## src/sv/ekm_pkg.sv

```systemverilog
// Shared types, constants and the encoder transition table for the knob menu controller.
`timescale 1ns / 1ps

package ekm_pkg;

	// Item commands.
	typedef enum logic [2:0] {
		CMD_TICK      = 3'd0,
		CMD_VOL_KNOB  = 3'd1,
		CMD_TUNE_KNOB = 3'd2,
		CMD_KNOB1     = 3'd3,
		CMD_KNOB2     = 3'd4,
		CMD_SOURCE    = 3'd5,
		CMD_TIMEOUT   = 3'd6,
		CMD_UNUSED    = 3'd7
	} cmd_t;

	// Configuration register indexes.
	typedef enum logic [2:0] {
		REG_DEBOUNCE   = 3'd0,
		REG_LONG_PRESS = 3'd1,
		REG_STREAK     = 3'd2,
		REG_TUNE_MIN   = 3'd3,
		REG_TUNE_MAX   = 3'd4,
		REG_TUNE_STEP  = 3'd5,
		REG_SPARE6     = 3'd6,
		REG_SPARE7     = 3'd7
	} reg_idx_t;

	localparam int unsigned ADDR_W = 5;
	localparam int unsigned DATA_W = 32;

	// Screen and source codes.
	localparam logic [1:0] SCR_STATUS = 2'd0;
	localparam logic [1:0] SCR_VOLUME = 2'd1;
	localparam logic [1:0] SCR_BASS   = 2'd2;
	localparam logic [1:0] SCR_TREBLE = 2'd3;
	localparam logic [1:0] SRC_FM     = 2'd3;

	// Knob directions.
	localparam logic [1:0] DIR_NONE = 2'd0;
	localparam logic [1:0] DIR_UP   = 2'd1;
	localparam logic [1:0] DIR_DOWN = 2'd2;

	// Held-button bits.
	localparam int unsigned HELD_SOURCE = 0;
	localparam int unsigned HELD_KNOB1  = 1;
	localparam int unsigned HELD_KNOB2  = 2;

	// Change mask bits.
	localparam int unsigned CHG_VOLUME = 0;
	localparam int unsigned CHG_BASS   = 1;
	localparam int unsigned CHG_TREBLE = 2;
	localparam int unsigned CHG_TUNE   = 3;
	localparam int unsigned CHG_SOURCE = 4;
	localparam int unsigned CHG_SCREEN = 5;

	localparam logic [7:0]  VOL_MAX    = 8'd248;
	localparam logic [7:0]  VOL_STEP   = 8'd8;
	localparam logic [4:0]  EQ_MAX     = 5'd24;
	localparam logic [4:0]  EQ_FLAT    = 5'd12;
	localparam logic [10:0] TUNE_RESET = 11'd999;

	localparam logic [15:0] DEBOUNCE_RESET   = 16'd63;
	localparam logic [15:0] LONG_PRESS_RESET = 16'd65535;
	localparam logic [3:0]  STREAK_RESET     = 4'd3;
	localparam logic [10:0] TUNE_MIN_RESET   = 11'd879;
	localparam logic [10:0] TUNE_MAX_RESET   = 11'd1079;
	localparam logic [3:0]  TUNE_STEP_RESET  = 4'd2;

	typedef struct packed {
		logic [1:0] dir;      // raw transition direction
		logic [1:0] pdir;     // updated previous direction
		logic [7:0] streak;   // updated streak count
		logic [1:0] step;     // knob step fired, or none
	} decode_t;

	// Direction of one quadrature transition from the previous phase to the next.
	function automatic logic [1:0] phase_dir(input logic [1:0] prev, input logic [1:0] nxt);
		logic [1:0] d;
		case ({prev, nxt})
			4'b0001: d = DIR_DOWN;
			4'b0010: d = DIR_UP;
			4'b0100: d = DIR_UP;
			4'b0111: d = DIR_DOWN;
			4'b1000: d = DIR_DOWN;
			4'b1011: d = DIR_UP;
			4'b1101: d = DIR_UP;
			4'b1110: d = DIR_DOWN;
			default: d = DIR_NONE;
		endcase
		return d;
	endfunction

	// One encoder sample: a run of same-direction transitions above the threshold
	// makes one step and restarts the run.
	function automatic decode_t decode(input logic [1:0] prev, input logic [1:0] nxt,
			input logic [1:0] pdir, input logic [7:0] streak, input logic [3:0] thr);
		decode_t r;
		logic [7:0] inc;
		r.dir    = phase_dir(prev, nxt);
		r.pdir   = pdir;
		r.streak = streak;
		r.step   = DIR_NONE;
		inc      = streak + 8'd1;
		if (r.dir != DIR_NONE) begin
			if (r.dir == pdir) begin
				if (inc > {4'd0, thr}) begin
					r.pdir   = DIR_NONE;
					r.streak = 8'd0;
					r.step   = r.dir;
				end else begin
					r.streak = inc;
				end
			end else begin
				r.pdir = r.dir;
			end
		end
		return r;
	endfunction

endpackage

```

## src/sv/encoder_knob_menu_controller_top.sv

```systemverilog
// Front-panel knob and button controller: decoding, debounce, menu state and register port.
//
// Usage: each input item carries a command (timer tick, volume or tune knob
// sample, knob 1 or knob 2 press edge, source button level, volume timeout)
// with the pin levels it needs. Every accepted item yields exactly one result
// item on the output channel: the current volume, bass, treble, tuner value,
// source and screen after the item, plus a change mask and a timeout-restart
// flag set by that item alone.
// A result is valid in the cycle after its item is accepted. Throughput is
// one item per cycle; the state registers double as the result register, so
// the next item is taken in the same cycle that the current result is taken.
// When the receiver stalls, the result holds and the input is not ready
// until the result leaves.
// Reset clears the timer, flag, knob and button state, sets the screen to
// status, the source to aux, volume to zero, bass and treble to flat, the tuner
// to 999, and loads the register defaults. The APB port is always ready and
// should be written only while no item is in flight.
`timescale 1ns / 1ps

module encoder_knob_menu_controller_top (
	input  logic                        clk,
	input  logic                        arst_n,
	// input channel
	input  logic                        in_valid,
	output logic                        in_ready,
	input  logic [2:0]                  command,
	input  logic                        pin_a,
	input  logic                        pin_b,
	input  logic                        button_level,
	// output channel
	output logic                        out_valid,
	input  logic                        out_ready,
	output logic [7:0]                  volume_level,
	output logic [4:0]                  bass_level,
	output logic [4:0]                  treble_level,
	output logic [10:0]                 tune_value,
	output logic [1:0]                  source_select,
	output logic [1:0]                  screen_mode,
	output logic [5:0]                  change_mask,
	output logic                        timeout_restart,
	// configuration port
	input  logic                        psel,
	input  logic                        penable,
	input  logic                        pwrite,
	input  logic [ekm_pkg::ADDR_W-1:0]  paddr,
	input  logic [ekm_pkg::DATA_W-1:0]  pwdata,
	output logic [ekm_pkg::DATA_W-1:0]  prdata,
	output logic                        pready
);

	// configuration registers
	logic [15:0] debounce_ticks_q, long_press_ticks_q;
	logic [3:0]  streak_threshold_q, tune_step_q;
	logic [10:0] tune_min_q, tune_max_q;

	// block state
	logic [15:0] timer_q, timer_n;
	logic        flag_q, flag_n;
	logic [1:0]  vol_phase_q, vol_phase_n, vol_pdir_q, vol_pdir_n;
	logic [7:0]  vol_streak_q, vol_streak_n;
	logic [1:0]  tune_phase_q, tune_phase_n, tune_pdir_q, tune_pdir_n;
	logic [7:0]  tune_streak_q, tune_streak_n;
	logic [2:0]  held_q, held_n;
	logic [1:0]  screen_q, screen_n, source_q, source_n;
	logic [7:0]  volume_q, volume_n;
	logic [4:0]  bass_q, bass_n, treble_q, treble_n;
	logic [10:0] tune_q, tune_n;
	logic [5:0]  chg_q, chg_n;
	logic        restart_q, restart_n;
	logic        out_valid_q;

	logic                 accept;
	logic                 gate;
	logic [16:0]          tick_next;
	logic [11:0]          tune_sum;
	logic [1:0]           sample;
	logic                 wr_en;
	ekm_pkg::reg_idx_t    reg_idx;
	ekm_pkg::decode_t     vol_dec, tune_dec;

	assign in_ready = !out_valid_q || out_ready;
	assign accept   = in_valid && in_ready;

	assign gate      = (timer_q > debounce_ticks_q) || flag_q;
	assign sample    = {pin_a, pin_b};
	assign tick_next = {1'b0, timer_q} + 17'd1;
	assign tune_sum  = {1'b0, tune_q} + {8'd0, tune_step_q};

	assign vol_dec  = ekm_pkg::decode(vol_phase_q, sample, vol_pdir_q, vol_streak_q,
		streak_threshold_q);
	assign tune_dec = ekm_pkg::decode(tune_phase_q, sample, tune_pdir_q, tune_streak_q,
		streak_threshold_q);

	always_comb begin
		timer_n       = timer_q;
		flag_n        = flag_q;
		vol_phase_n   = vol_phase_q;
		vol_pdir_n    = vol_pdir_q;
		vol_streak_n  = vol_streak_q;
		tune_phase_n  = tune_phase_q;
		tune_pdir_n   = tune_pdir_q;
		tune_streak_n = tune_streak_q;
		held_n        = held_q;
		screen_n      = screen_q;
		source_n      = source_q;
		volume_n      = volume_q;
		bass_n        = bass_q;
		treble_n      = treble_q;
		tune_n        = tune_q;
		chg_n         = '0;
		restart_n     = 1'b0;
		case (ekm_pkg::cmd_t'(command))
			ekm_pkg::CMD_TICK: begin
				if (tick_next >= {1'b0, long_press_ticks_q}) begin
					timer_n = '0;
					flag_n  = 1'b1;
				end else begin
					timer_n = tick_next[15:0];
				end
			end
			ekm_pkg::CMD_VOL_KNOB: begin
				if (gate) begin
					vol_phase_n = sample;
					if (vol_dec.dir != ekm_pkg::DIR_NONE) begin
						vol_pdir_n   = vol_dec.pdir;
						vol_streak_n = vol_dec.streak;
						restart_n    = 1'b1;
						timer_n      = '0;
						flag_n       = 1'b0;
						// A repeated direction on the status screen opens the volume screen.
						if (vol_dec.dir == vol_pdir_q && screen_q == ekm_pkg::SCR_STATUS) begin
							screen_n = ekm_pkg::SCR_VOLUME;
							chg_n[ekm_pkg::CHG_SCREEN] = 1'b1;
						end
						if (vol_dec.step != ekm_pkg::DIR_NONE) begin
							chg_n[ekm_pkg::CHG_SCREEN] = 1'b1;
							case (screen_n)
								ekm_pkg::SCR_VOLUME: begin
									if (vol_dec.step == ekm_pkg::DIR_UP
											&& volume_q < ekm_pkg::VOL_MAX) begin
										volume_n = volume_q + ekm_pkg::VOL_STEP;
										chg_n[ekm_pkg::CHG_VOLUME] = 1'b1;
									end else if (vol_dec.step == ekm_pkg::DIR_DOWN
											&& volume_q >= ekm_pkg::VOL_STEP) begin
										volume_n = volume_q - ekm_pkg::VOL_STEP;
										chg_n[ekm_pkg::CHG_VOLUME] = 1'b1;
									end
								end
								ekm_pkg::SCR_BASS: begin
									if (vol_dec.step == ekm_pkg::DIR_UP
											&& bass_q < ekm_pkg::EQ_MAX) begin
										bass_n = bass_q + 5'd1;
										chg_n[ekm_pkg::CHG_BASS] = 1'b1;
									end else if (vol_dec.step == ekm_pkg::DIR_DOWN
											&& bass_q != 5'd0) begin
										bass_n = bass_q - 5'd1;
										chg_n[ekm_pkg::CHG_BASS] = 1'b1;
									end
								end
								ekm_pkg::SCR_TREBLE: begin
									if (vol_dec.step == ekm_pkg::DIR_UP
											&& treble_q < ekm_pkg::EQ_MAX) begin
										treble_n = treble_q + 5'd1;
										chg_n[ekm_pkg::CHG_TREBLE] = 1'b1;
									end else if (vol_dec.step == ekm_pkg::DIR_DOWN
											&& treble_q != 5'd0) begin
										treble_n = treble_q - 5'd1;
										chg_n[ekm_pkg::CHG_TREBLE] = 1'b1;
									end
								end
								default: begin
								end
							endcase
						end
					end
				end
			end
			ekm_pkg::CMD_TUNE_KNOB: begin
				if (gate && source_q == ekm_pkg::SRC_FM) begin
					tune_phase_n = sample;
					if (tune_dec.dir != ekm_pkg::DIR_NONE) begin
						tune_pdir_n   = tune_dec.pdir;
						tune_streak_n = tune_dec.streak;
						timer_n       = '0;
						flag_n        = 1'b0;
						if (tune_dec.step != ekm_pkg::DIR_NONE) begin
							chg_n[ekm_pkg::CHG_SCREEN] = 1'b1;
							if (screen_q == ekm_pkg::SCR_STATUS) begin
								if (tune_dec.step == ekm_pkg::DIR_UP && tune_q < tune_max_q) begin
									tune_n = tune_sum[11] ? '1 : tune_sum[10:0];
									chg_n[ekm_pkg::CHG_TUNE] = 1'b1;
								end else if (tune_dec.step == ekm_pkg::DIR_DOWN
										&& tune_q > tune_min_q) begin
									tune_n = (tune_q >= {7'd0, tune_step_q})
										? tune_q - {7'd0, tune_step_q} : '0;
									chg_n[ekm_pkg::CHG_TUNE] = 1'b1;
								end
							end
						end
					end
				end
			end
			ekm_pkg::CMD_KNOB1, ekm_pkg::CMD_KNOB2: begin
				if (gate) begin
					timer_n = '0;
					flag_n  = 1'b0;
					if (command == ekm_pkg::CMD_KNOB1) begin
						if (held_q[ekm_pkg::HELD_KNOB1]) begin
							// Only a long press switches screens on release.
							if (flag_q) begin
								screen_n = (screen_q == ekm_pkg::SCR_STATUS)
									? ekm_pkg::SCR_BASS : ekm_pkg::SCR_STATUS;
								chg_n[ekm_pkg::CHG_SCREEN] = 1'b1;
							end
							held_n[ekm_pkg::HELD_KNOB1] = 1'b0;
						end else begin
							held_n[ekm_pkg::HELD_KNOB1] = 1'b1;
						end
					end else begin
						if (held_q[ekm_pkg::HELD_KNOB2]) begin
							if (flag_q) begin
								screen_n = (screen_q == ekm_pkg::SCR_STATUS)
									? ekm_pkg::SCR_TREBLE : ekm_pkg::SCR_STATUS;
								chg_n[ekm_pkg::CHG_SCREEN] = 1'b1;
							end
							held_n[ekm_pkg::HELD_KNOB2] = 1'b0;
						end else begin
							held_n[ekm_pkg::HELD_KNOB2] = 1'b1;
						end
					end
				end
			end
			ekm_pkg::CMD_SOURCE: begin
				if (gate) begin
					if (held_q[ekm_pkg::HELD_SOURCE] && button_level) begin
						held_n[ekm_pkg::HELD_SOURCE] = 1'b0;
						source_n = source_q + 2'd1;
						chg_n[ekm_pkg::CHG_SOURCE] = 1'b1;
						chg_n[ekm_pkg::CHG_SCREEN] = 1'b1;
						timer_n  = '0;
						flag_n   = 1'b0;
					end else if (!held_q[ekm_pkg::HELD_SOURCE] && !button_level) begin
						held_n[ekm_pkg::HELD_SOURCE] = 1'b1;
						timer_n  = '0;
						flag_n   = 1'b0;
					end
				end
			end
			ekm_pkg::CMD_TIMEOUT: begin
				if (screen_q == ekm_pkg::SCR_VOLUME) begin
					screen_n = ekm_pkg::SCR_STATUS;
					chg_n[ekm_pkg::CHG_SCREEN] = 1'b1;
				end
			end
			default: begin
			end
		endcase
	end

	always_ff @(posedge clk or negedge arst_n) begin
		if (!arst_n) begin
			out_valid_q   <= 1'b0;
			timer_q       <= '0;
			flag_q        <= 1'b0;
			vol_phase_q   <= '0;
			vol_pdir_q    <= ekm_pkg::DIR_NONE;
			vol_streak_q  <= '0;
			tune_phase_q  <= '0;
			tune_pdir_q   <= ekm_pkg::DIR_NONE;
			tune_streak_q <= '0;
			held_q        <= '0;
			screen_q      <= ekm_pkg::SCR_STATUS;
			source_q      <= '0;
			volume_q      <= '0;
			bass_q        <= ekm_pkg::EQ_FLAT;
			treble_q      <= ekm_pkg::EQ_FLAT;
			tune_q        <= ekm_pkg::TUNE_RESET;
			chg_q         <= '0;
			restart_q     <= 1'b0;
		end else begin
			if (accept) begin
				out_valid_q   <= 1'b1;
				timer_q       <= timer_n;
				flag_q        <= flag_n;
				vol_phase_q   <= vol_phase_n;
				vol_pdir_q    <= vol_pdir_n;
				vol_streak_q  <= vol_streak_n;
				tune_phase_q  <= tune_phase_n;
				tune_pdir_q   <= tune_pdir_n;
				tune_streak_q <= tune_streak_n;
				held_q        <= held_n;
				screen_q      <= screen_n;
				source_q      <= source_n;
				volume_q      <= volume_n;
				bass_q        <= bass_n;
				treble_q      <= treble_n;
				tune_q        <= tune_n;
				chg_q         <= chg_n;
				restart_q     <= restart_n;
			end else if (out_ready) begin
				out_valid_q <= 1'b0;
			end
		end
	end

	// The state registers only move on an accepted item, which happens only once the
	// previous result has left, so they serve as the result register.
	assign out_valid       = out_valid_q;
	assign volume_level    = volume_q;
	assign bass_level      = bass_q;
	assign treble_level    = treble_q;
	assign tune_value      = tune_q;
	assign source_select   = source_q;
	assign screen_mode     = screen_q;
	assign change_mask     = chg_q;
	assign timeout_restart = restart_q;

	// Configuration port.
	assign pready  = 1'b1;
	assign reg_idx = ekm_pkg::reg_idx_t'(paddr[ekm_pkg::ADDR_W-1:2]);
	assign wr_en   = psel && penable && pwrite;

	always_ff @(posedge clk or negedge arst_n) begin
		if (!arst_n) begin
			debounce_ticks_q   <= ekm_pkg::DEBOUNCE_RESET;
			long_press_ticks_q <= ekm_pkg::LONG_PRESS_RESET;
			streak_threshold_q <= ekm_pkg::STREAK_RESET;
			tune_min_q         <= ekm_pkg::TUNE_MIN_RESET;
			tune_max_q         <= ekm_pkg::TUNE_MAX_RESET;
			tune_step_q        <= ekm_pkg::TUNE_STEP_RESET;
		end else if (wr_en) begin
			unique case (reg_idx)
				ekm_pkg::REG_DEBOUNCE:   debounce_ticks_q   <= pwdata[15:0];
				ekm_pkg::REG_LONG_PRESS: long_press_ticks_q <= pwdata[15:0];
				ekm_pkg::REG_STREAK:     streak_threshold_q <= pwdata[3:0];
				ekm_pkg::REG_TUNE_MIN:   tune_min_q         <= pwdata[10:0];
				ekm_pkg::REG_TUNE_MAX:   tune_max_q         <= pwdata[10:0];
				ekm_pkg::REG_TUNE_STEP:  tune_step_q        <= pwdata[3:0];
				default: begin
				end
			endcase
		end
	end

	always_comb begin
		prdata = '0;
		unique case (reg_idx)
			ekm_pkg::REG_DEBOUNCE:   prdata = {16'd0, debounce_ticks_q};
			ekm_pkg::REG_LONG_PRESS: prdata = {16'd0, long_press_ticks_q};
			ekm_pkg::REG_STREAK:     prdata = {28'd0, streak_threshold_q};
			ekm_pkg::REG_TUNE_MIN:   prdata = {21'd0, tune_min_q};
			ekm_pkg::REG_TUNE_MAX:   prdata = {21'd0, tune_max_q};
			ekm_pkg::REG_TUNE_STEP:  prdata = {28'd0, tune_step_q};
			default:                 prdata = '0;
		endcase
	end

endmodule

```

## config.mk

```make
export PLATFORM = sky130hd
export DESIGN_NAME = encoder_knob_menu_controller_top
export DESIGN_NICKNAME = d
export VERILOG_FILES = /design/src/sv/ekm_pkg.sv /design/src/sv/encoder_knob_menu_controller_top.sv
export SDC_FILE = /design/constraint.sdc
export NUM_CORES = 1
export LEC_CHECK = 0
export BUFFER_PORTS_ARGS = -buffer_cell sky130_fd_sc_hd__buf_2
export CELL_PAD_IN_SITES_DETAIL_PLACEMENT = 0
export CELL_PAD_IN_SITES_GLOBAL_PLACEMENT = 1
export CORE_UTILIZATION = 45
export DETAILED_ROUTE_END_ITERATION = 7
export PLACE_DENSITY_LB_ADDON = 0.1
export SYNTH_ARGS = -nofsm -noshare
export SYNTH_HDL_FRONTEND = slang
export SYNTH_SLANG_ARGS = --single-unit
```

## constraint.sdc

```tcl
create_clock -name clk -period 4.55 [get_ports clk]
set_input_delay 1.365 -clock clk [delete_from_list [all_inputs] [get_ports clk]]
set_output_delay 1.365 -clock clk [all_outputs]
set_load 0.005 [all_outputs]
```

==> metrics.md, run 1 <==
| Metric | Value |
|---|---|
| Yosys reg bits | 144 |
| Top-area cell type share of the netlist area | 23.57% |
| Hold WS | 0.4704 ns |
| GRT Overall Usage | 22.86% |
| CTS sink cnt | 144 |
| Die H | 150.1 microns |
| Max Used Layer | met4 |
| Core box area | 21,290 sq um |
| Slew headroom | 45.51% |
| First-pass GRT wire length | 39.96 mm |
| Sequential cell area | 3667 sq um |
| WP data required | 3.18 ns |
| Status | finished, final reports clean |
| Post-CTS sizing | 0 |
| Arr. time, crit path | 2.81 ns |
| I/O pin cnt | 125 |
| Critical Path Sink Type | output pin |
| WL met3 | 870 microns |
| Final core utilization | 52.78% |
| Cell Area, Synth | 9872 sq um |
| Met1 wire length | 12.35 mm |
| Netlist cell types | 72 |
| Initial antenna violation count | 0 |
| CTS tree | yes |
| Leak Pwr | 5.417 nW |
| Routed length on met2 | 10.96 mm |
| Worst Tran Pin Value | 0.8060 ns |
| GPL Wtd Cong | 0.8129 |
| EDFF count, synth | 0 |
| Clock Path Buffers | 2 |
| Post-DP Area | 10,620 sq um |
| Async SR Flop Fraction | 100.0% |
| Layout area overhead | 13.80% |
| Clock Latency Late Sink | 0.43 ns |
| Area leader, netlist | dfrtp_1 |
| Multi-input logic area | 5652 sq um |
| Critical Path Start Type | primary input |
| HP Class | flop to flop |
| Setup repair bufs after CTS | 0 |
| # diodes | 0 |
| Largest net degree at the start of global routing | 66 |
| Crit path kind | primary input to output pin |
| Synth area leaders | dfrtp_1 24%, dfstp_2 14%, ha_1 11%, o21ai_0 5.1%, nand2_1 4.9% |
| Final WL | 24.38 mm |
| 1st-iter DRT viols | 426 |
| Via density | 5.406 |
| Worst IR Drop VDD | 0.0002536 V |
| Wirelength per Cell | 16.44 microns |
| Nets | 1,332 |
| Fill count | 2,068 |
| Post-Syn Instances | 1,110 |
| Grt total ovfl | 0 |
| Final clock period utilization by the worst path | 91.86% |
| Top_reg_cell synth | dfrtp_1 |
| Die Wd | 150.1 microns |
| Fin crit period | 4.179 ns |
| Placed Cells | 1,451 |
| Register area share after synthesis | 37.15% |
| Fin area | 11,230 sq um |
| Share of layout cells above drive strength 1 | 20.36% |
| Fin. Hold Viols | 0 |
| DRC | 0 |
| H-tree levels | 4 |
| Initial core utilization | 46.38% |
| CTS Buf Count | 17 |
| Max_cap viols | 0 |
| Via count | 8,017 |
| Port buffer count | 86 |
| Die ar. | 22,530 sq um |
| FP Rows | 53 |
| DPL Wire Length | 18.54 mm |
| Max Fclk | 0.2393 GHz |
| Worst clock skew | 0.01003 ns |
| Mean Syn Cell Area | 8.894 sq um |
| Clock transition at path regs | 0.06 ns |
| Routed Antenna Nets | 0 |
| Final setup vio count | 0 |
| Pwr/cell area | 352.8 nW/um^2 |
| Post-synth top cells | 129 x nand2_1, 101 x o21ai_0, 93 x dfrtp_1 |
| Overall power | 3.964 mW |
| Fin. max-slew vios | 0 |
| Unrepaired setup endpoints after global routing | false |
| Placement Setup Slack | 0.2954 ns |
| Worst-path fanout max | 27 |
| Vias in the first global route | 7,578 |
| First-pass DRT Iterations | 5 |
| Synth Warn # | 0 |
| Clk root buf | clkbuf_16 |
| Fin cells | 1,483 |
| Most frequent cell after synthesis | nand2_1 |
| Setup WS post-layout | 0.3706 ns |
| Hold Buf Count CTS | 0 |
| Final TNS setup | 0 ns |
==> worst max-delay path, stage by stage <==
cell	delay (ns)
buf_2	0.41
nand2_1	0.17
nor2_1	0.42
nand2_1	0.09
o21ai_0	0.16
buf_2	0.18
==> sequential cells by signal (all words and copies together) (netlist names), 3 cells and up <==
name,flops
volume_level,5
vol_streak_q,8
tune_min_q,11
treble_level,5
bass_level,5
streak_threshold_q,4
timer_q,16
held_q,3
tune_step_q,4
long_press_ticks_q,16
change_mask,6
tune_max_q,11
tune_value,11
debounce_ticks_q,16
tune_streak_q,8
==> per-layer routing <==
metal	GRT usage (%)	up-vias
li1	-	4034
met1	33.29	3807
met2	35.67	161
met3	3.667	15
met4	4.697	0
met5	0	-
==> worst paths after layout <==
| kind | from | slack (ns) | to | cells past startpoint |
|---|---|---|---|---|
| setup / recovery | paddr[2] | 0.37 | prdata[4] | 6 |
| hold / removal | change_mask[3] | 0.47 | change_mask[3] | 1 |
| setup reg to reg | timer_q[1] | 0.79 | timer_q[6] | 14 |
| hold reg to reg | change_mask[3] | 0.47 | change_mask[3] | 1 |
| max in group asynchronous | arst_n | 2.75 | treble_level[2] | 2 |
| min in group asynchronous | arst_n | 0.91 | tune_streak_q[4] | 1 |
==> logic make-up (layout without fill, tap and decap cells) <==
kind of cell | after synthesis | after routing | share of synthesized area [%]
AO/OA/AOI/OAI | 270 | 270 | 16.88
XOR/XNOR | 44 | 44 | 4.056
adder cells (fa/ha/maj) | 87 | 87 | 11.33
buffers and inverters | 144 | 224 | 6.362
flip-flops | 144 | 144 | 37.15
multiplexers | 54 | 54 | 5.906
other | 2 | 20 | 0.07607
AND/OR/NAND/NOR | 365 | 365 | 18.24
==> area by class of cell <==
class / count / area share [%]
multi-input cells: 840 / 50.31
flip-flops and latches: 144 / 32.64
repair buffers: 111 / 5.780
clock buffers: 23 / 4.343
well taps: 275 / 3.063
inverters: 81 / 2.706
clock inverters: 9 / 1.158
==> report_power, final <==
group	total (mW)	leakage, nW	switching, mW	internal (mW)
sequential	1.62	1.75	0.127	1.50
combinational	0.863	3.36	0.506	0.357
clock	1.48	0.303	0.557	0.920
total	3.96	5.42	1.19	2.77
==> cells in the final DEF, fill, tap and decap left out, drive strengths merged, types with 5 or more instances in the layout <==
master	instances
nand2	130
buf	111
o21ai	110
dfrtp	93
ha	83
inv	80
nor2	72
a21oi	57
dfstp	51
mux2	34
nand3	32
xnor2	26
a21o	25
nand4	24
clkbuf	23
mux2i	20
conb	20
nor2b	18
nand2b	18
xor2	18
a31oi	16
nor3	16
or3	10
o31ai	10
and2	10
a22oi	9
nor4	8
and3	7
o22ai	6
clkinv	6
a211oi	5
o41ai	5
No activity file was read; power rests on OpenSTA's default activity.
==> run 2, diff against run 1 <==
==> constraint.sdc (replaced) <==
create_clock -name clk -period 4.3 [get_ports clk]
set_input_delay 1.29 -clock clk [delete_from_list [all_inputs] [get_ports clk]]
set_output_delay 1.29 -clock clk [all_outputs]
set_load 0.005 [all_outputs]
==> metrics.md, run 2 (synthesis gave the netlist of run 1 again) <==
| Metric | Value |
|---|---|
| CTS Buf Count | 17 (unchanged) |
| Slew headroom | 36.37% (-9.1 points) |
| Most common cell after layout, fill and taps aside | nand2_1 |
| Fill count | 2,062 (-0.29%) |
| R2R cell count | 14 (unchanged) |
| Worst-path cell with the longest stage delay | buf_2 |
| Port buffer count | 86 (unchanged) |
| Worst IR Drop VDD | 0.0002269 V (-11%) |
| Max Fclk | 0.2562 GHz |
| 1st-iter DRT viols | 609 (+43%) |
| Fin. max-slew vios | 0 (unchanged) |
| Crit path kind | primary input to output pin |
| HP Class | flop to flop |
| Grt total ovfl | 0 (unchanged) |
| Final WL | 24.70 mm (+1.3%) |
| Arr. time, crit path | 2.61 ns (-0.20 ns) |
| Critical Path Sink Type | output pin |
| Most frequent cells in the layout | 129 x nand2_1, 101 x o21ai_0, 93 x dfrtp_1 |
| Critical Path Stages | 7 (+1) |
| Clock transition at path regs | 0.06 ns (about the same) |
| Routed Antenna Nets | 0 (unchanged) |
| Crit path largest cell delay | 0.43 ns (about the same) |
| Hold Buf Count CTS | 0 (unchanged) |
| WP data required | 3.01 ns (-0.17 ns) |
| CTS sink cnt | 144 (unchanged) |
| Multi-input logic area | 5652 sq um (unchanged) |
| # diodes | 0 (unchanged) |
| Fin crit period | 3.903 ns |
| FP Rows | 53 (unchanged) |
| Largest net degree at the start of global routing | 107 (+62%) |
| Share of layout cells above drive strength 1 | 20.35% (about the same) |
| Final clock period utilization by the worst path | 90.78% |
| Clock Latency Late Sink | 0.43 ns (about the same) |
| Post-CTS sizing | 0 (unchanged) |
| Top Registers | debounce_ticks_q: 16 flops, long_press_ticks_q: 16 flops, timer_q: 16 flops |
| R2r setup slk | 0.45 ns (-0.34 ns) |
| Layout area overhead | 13.60% |
| I/O pin cnt | 125 (unchanged) |
| Max_cap viols | 0 (unchanged) |
| CTS tree | yes |
| First-pass DRT Iterations | 4 (-1) |
| Pwr/cell area | 366.1 nW/um^2 (+3.8%) |
| R2r startpoint | timer_q[1] |
| Wirelength per Cell | 16.58 microns (+0.87%) |
| First-pass GRT wire length | 40.62 mm (+1.7%) |
| Critical Path Start Type | primary input |
| GRT Overall Usage | 23.24% (+0.38 points) |
| Cell family with most CP delay | buffers and inverters |
| Clock Path Buffers | 2 (unchanged) |
| DPL Wire Length | 18.47 mm (-0.40%) |
| Via count | 8,083 (+0.82%) |
| Hold_sp | held_q[1] |
| Core box area | 21,290 sq um (unchanged) |
| CP dominant cell by count | buf_2 |
| Hold WS | 0.4707 ns (+0.0003100 ns) |
| Crit path buf inv count | 3 (+1) |
| Crit path from | paddr[2] |
| Vias in the first global route | 7,649 (+0.94%) |
| Initial core utilization | 46.38% (unchanged) |
| Unrepaired setup endpoints after global routing | false |
| Via density | 5.428 (+0.42%) |
| Setup repair bufs after CTS | 0 (unchanged) |
| Nets | 1,338 (+0.45%) |
| Initial antenna violation count | 0 (unchanged) |
| H-tree levels | 4 (unchanged) |
| Sequential cell area | 3667 sq um (unchanged) |
| Worst-path cell chain | buf_2, buf_4, mux2i_1, nor2_1, a21oi_1, o21ai_0, buf_2 |
| Clk root buf | clkbuf_16 |
| Leak Pwr | 5.412 nW (about the same) |
| GPL Wtd Cong | 0.8484 (+4.4%) |
| Worst-path fanout max | 28 (+3.7%) |
| End of the worst register-to-register path | timer_q[6] |
| Status | finished, final reports clean |
| End of the critical path | prdata[8] |
| Die ar. | 22,530 sq um (unchanged) |
| Fin. Hold Viols | 0 (unchanged) |
| Die H | 150.1 microns (unchanged) |
| Worst clock skew | 0.01023 ns (+0.0001974 ns) |
| Final TNS setup | 0 ns (unchanged) |
| Die Wd | 150.1 microns (unchanged) |
| Worst Tran Pin Value | 0.9466 ns (+0.1406 ns) |
| DRC | 0 (unchanged) |
| Final setup vio count | 0 (unchanged) |
==> run 2: cell count changes in the layout (fill, tap and decap cells not counted) <==
cell       change
clkbuf_8       -3
clkinv_2       +1
clkbuf_1       +5
clkinv_4       -2
bufinv_16      -1
buf_4          +6
==> run 2: power breakdown <==
part	internal [mW]	total (mW)	switching, mW
Combinational	0.394	0.935	0.541
Sequential	1.58	1.72	0.135
Clock	0.867	1.45	0.586
==> run 2: how the worst min path moves through the flow <==
stage / end / cells after the start / slack [ns]
finish: held_q[1] / 1 / 0.47
global route: change_mask[4] / 1 / 0.49
CTS: held_q[1] / 1 / 0.47
detailed placement: change_mask[4] / 1 / 0.46
global placement: change_mask[0] / 1 / 0.46
floorplan: held_q[1] / 1 / 0.45
==> run 2: routing by layer <==
layer,part of all wire [%],global-route usage [%],vias up
met4,1.4,6.566,0
met1,49,33.31,3850
met3,4.3,3.879,19
li1,-,-,4041
met5,0,0,-
met2,45,35.97,173
==> run 2: layout make-up <==
class | instances | share of cell area, %
Multi-Input combinational cell | 840 | 50.40
Sequential cell | 144 | 32.70
Timing Repair Buffer | 117 | 6.192
Clock buffer | 25 | 4.150
Tap cell | 275 | 3.068
Inverter | 81 | 2.711
Clock inverter | 7 | 0.7810
==> run 2: per-stage QoR <==
stage	instance area, sq um	setup slack (ns)	util (%)	total power, mW	instances
2_1_floorplan	9940	0.2506	-	2.351	1128
3_3_place_gp	10660	0.2430	50.09	2.661	1457
3_5_place_dp	10660	0.2084	50.09	2.684	1457
4_1_cts	11210	0.3893	52.68	4.155	1489
5_1_grt	11210	0.06536	52.68	4.351	1489
6_report	11210	0.3965	52.68	4.105	1489
==> run 3, diff against run 2 <==
--- a/config.mk
+++ b/config.mk
@@ -11,6 +11,7 @@
 export CORE_UTILIZATION = 45
 export DETAILED_ROUTE_END_ITERATION = 7
 export PLACE_DENSITY_LB_ADDON = 0.1
+export RECOVER_POWER = 100
 export SYNTH_ARGS = -nofsm -noshare
 export SYNTH_HDL_FRONTEND = slang
 export SYNTH_SLANG_ARGS = --single-unit
==> constraint.sdc (replaced) <==
create_clock -name clk -period 4.3 [get_ports clk]
set_input_delay 1.075 -clock clk [delete_from_list [all_inputs] [get_ports clk]]
set_output_delay 1.075 -clock clk [all_outputs]
set_load 0.005 [all_outputs]
==> metrics.md, run 3 (synthesis gave the netlist of run 1 again) <==
| Metric | Value |
|---|---|
| FP Rows | 53 (unchanged) |
| Worst clock skew | 0.01199 ns (+0.001764 ns) |
| Wirelength per Cell | 16.78 microns (+1.2%) |
| Max_cap viols | 1 (+1) |
| Final TNS setup | 0 ns (unchanged) |
| Share of layout cells above drive strength 1 | 15.87% (-4.5 points) |
| Placed Cells | 1,453 (-0.27%) |
| First-pass GRT wire length | 40.94 mm (+0.80%) |
| CTS sink cnt | 144 (unchanged) |
| Slew headroom | -97.71% (-130 points) |
| HP Class | flop to flop |
| Fin. Hold Viols | 0 (unchanged) |
| Status | finished with violations |
| Critical Path Sink Type | flop |
| DPL Wire Length | 18.93 mm (+2.5%) |
| GRT Overall Usage | 23.46% (+0.22 points) |
| Grt total ovfl | 0 (unchanged) |
| WP data required | 4.67 ns (+1.66 ns) |
| Via count | 8,007 (-0.94%) |
| Layout area overhead | 12.67% |
| Worst-path fanout max | 11 (-61%) |
| Die Wd | 150.1 microns (unchanged) |
| Final WL | 24.92 mm (+0.93%) |
| Pwr/cell area | 378.5 nW/um^2 (+3.4%) |
| Vias in the first global route | 7,777 (+1.7%) |
| Post-DP Area | 10,620 sq um (-0.40%) |
| H-tree levels | 4 (unchanged) |
| Via density | 5.392 (-0.67%) |
| Fin cells | 1,485 (-0.27%) |
| Fin. max-slew vios | 63 (+63) |
| # diodes | 0 (unchanged) |
| CTS Buf Count | 17 (unchanged) |
| Setup repair bufs after CTS | 0 (unchanged) |
| 1st-iter DRT viols | 416 (-32%) |
| Die ar. | 22,530 sq um (unchanged) |
| GPL Wtd Cong | 0.8401 (-0.98%) |
| Port buffer count | 86 (unchanged) |
| Arr. time, crit path | 4.19 ns (+1.58 ns) |
| Initial core utilization | 46.38% (unchanged) |
| Core box area | 21,290 sq um (unchanged) |
| DRC | 0 (unchanged) |
| Most frequent cells in the layout | 129 x nand2_1, 106 x o21ai_0, 93 x dfrtp_1 |
| Critical Path Start Type | flop |
| CTS tree | yes |
| I/O pin cnt | 125 (unchanged) |
| Clock transition at path regs | 0.06 ns (about the same) |
| Largest net degree at the start of global routing | 64 (-40%) |
| Crit path kind | flop to flop |
| Unrepaired setup endpoints after global routing | false |
| Top Registers | debounce_ticks_q: 16 flops, long_press_ticks_q: 16 flops, timer_q: 16 flops |
| Worst IR Drop VDD | 0.0002336 V (+3.0%) |
| Max Fclk | 0.2617 GHz (+2.1%) |
| Most common cell after layout, fill and taps aside | nand2_1 |
| Initial antenna violation count | 0 (unchanged) |
| Overall power | 4.210 mW (+2.6%) |
| Failing checks | capacitance limit, slew limit |
| Clk root buf | clkbuf_16 |
| First-pass DRT Iterations | 5 (+1) |
| Sequential cell area | 3667 sq um (unchanged) |
| Post-CTS sizing | 0 (unchanged) |
| Fill count | 2,052 (-0.48%) |
| Final setup vio count | 0 (unchanged) |
| Worst Tran Pin Value | 2.966 ns (+2.019 ns) |
| Die H | 150.1 microns (unchanged) |
| Nets | 1,334 (-0.30%) |
| Leak Pwr | 5.273 nW (-2.6%) |
| Clock Path Buffers | 2 (unchanged) |
| Hold Buf Count CTS | 0 (unchanged) |
| Multi-input logic area | 5602 sq um (-0.89%) |
| Routed Antenna Nets | 0 (unchanged) |
| Fin crit period | 3.822 ns (-0.08191 ns) |
| Hold WS | 0.4719 ns (+0.001206 ns) |
| Clock Latency Late Sink | 0.43 ns (about the same) |
| Final clock period utilization by the worst path | 88.87% (-1.9 points) |
| Fin area | 11,120 sq um (-0.81%) |
-- run 3: critical path, stage by stage (launching register included) --
cell,delay [ns]
dfstp_1,0.55
inv_1,0.06
ha_1,0.28
nor2b_1,0.13
o211ai_1,0.10
a2111oi_0,0.45
nor4_1,0.22
clkbuf_1,0.20
nor4_1,0.90
clkbuf_1,0.43
nand2_1,0.14
nor4_1,0.19
a21o_1,0.11
-- run 3: worst paths after layout --
check | startpoint | cells past startpoint | to | slack [ns]
worst max-delay path | debounce_ticks_q[1] | 12 | vol_streak_q[3] | 0.48
worst min-delay path | change_mask[4] | 1 | change_mask[4] | 0.47
worst max register to register | debounce_ticks_q[1] | 12 | vol_streak_q[3] | 0.48
worst min register to register | change_mask[4] | 1 | change_mask[4] | 0.47
max in group asynchronous | arst_n | 1 | debounce_ticks_q[6] | 0.83
min in group asynchronous | arst_n | 1 | tune_streak_q[6] | 1.75
-- run 3: stage by stage --
stage | worst slack, ns | utilization, %
floorplan | 0.4656 | -
global placement | 0.2911 | 49.89
detailed placement | 0.2502 | 49.89
CTS | 0.6771 | 52.82
global route | 0.2006 | 52.25
finish | 0.4784 | 52.25
-- run 3: where the power goes --
group          internal (mW)  total [mW]  leakage [nW]  switching (mW)
clock network           1.00        1.59         0.292           0.593
logic                  0.366       0.901          3.23           0.535
registers               1.58        1.72          1.75           0.135
total                   2.95        4.21          5.27            1.26
-- run 3: cell type report --
type | instances | area share [%]
clock buffers | 22 | 4.173
clock inverters | 10 | 1.440
inverters | 81 | 2.733
multi-input cells | 840 | 50.36
flip-flops and latches | 144 | 32.97
well taps | 275 | 3.093
repair buffers | 113 | 5.231
-- run 3: layer usage --
metal  global-route usage (%)  vias to the layer above  wire [microns]
li1                         -                     4033               -
met1                    32.98                     3807           12250
met2                    37.85                      153           11570
met3                    4.273                       14             967
met4                    4.394                        0             140
met5                        0                        -               0
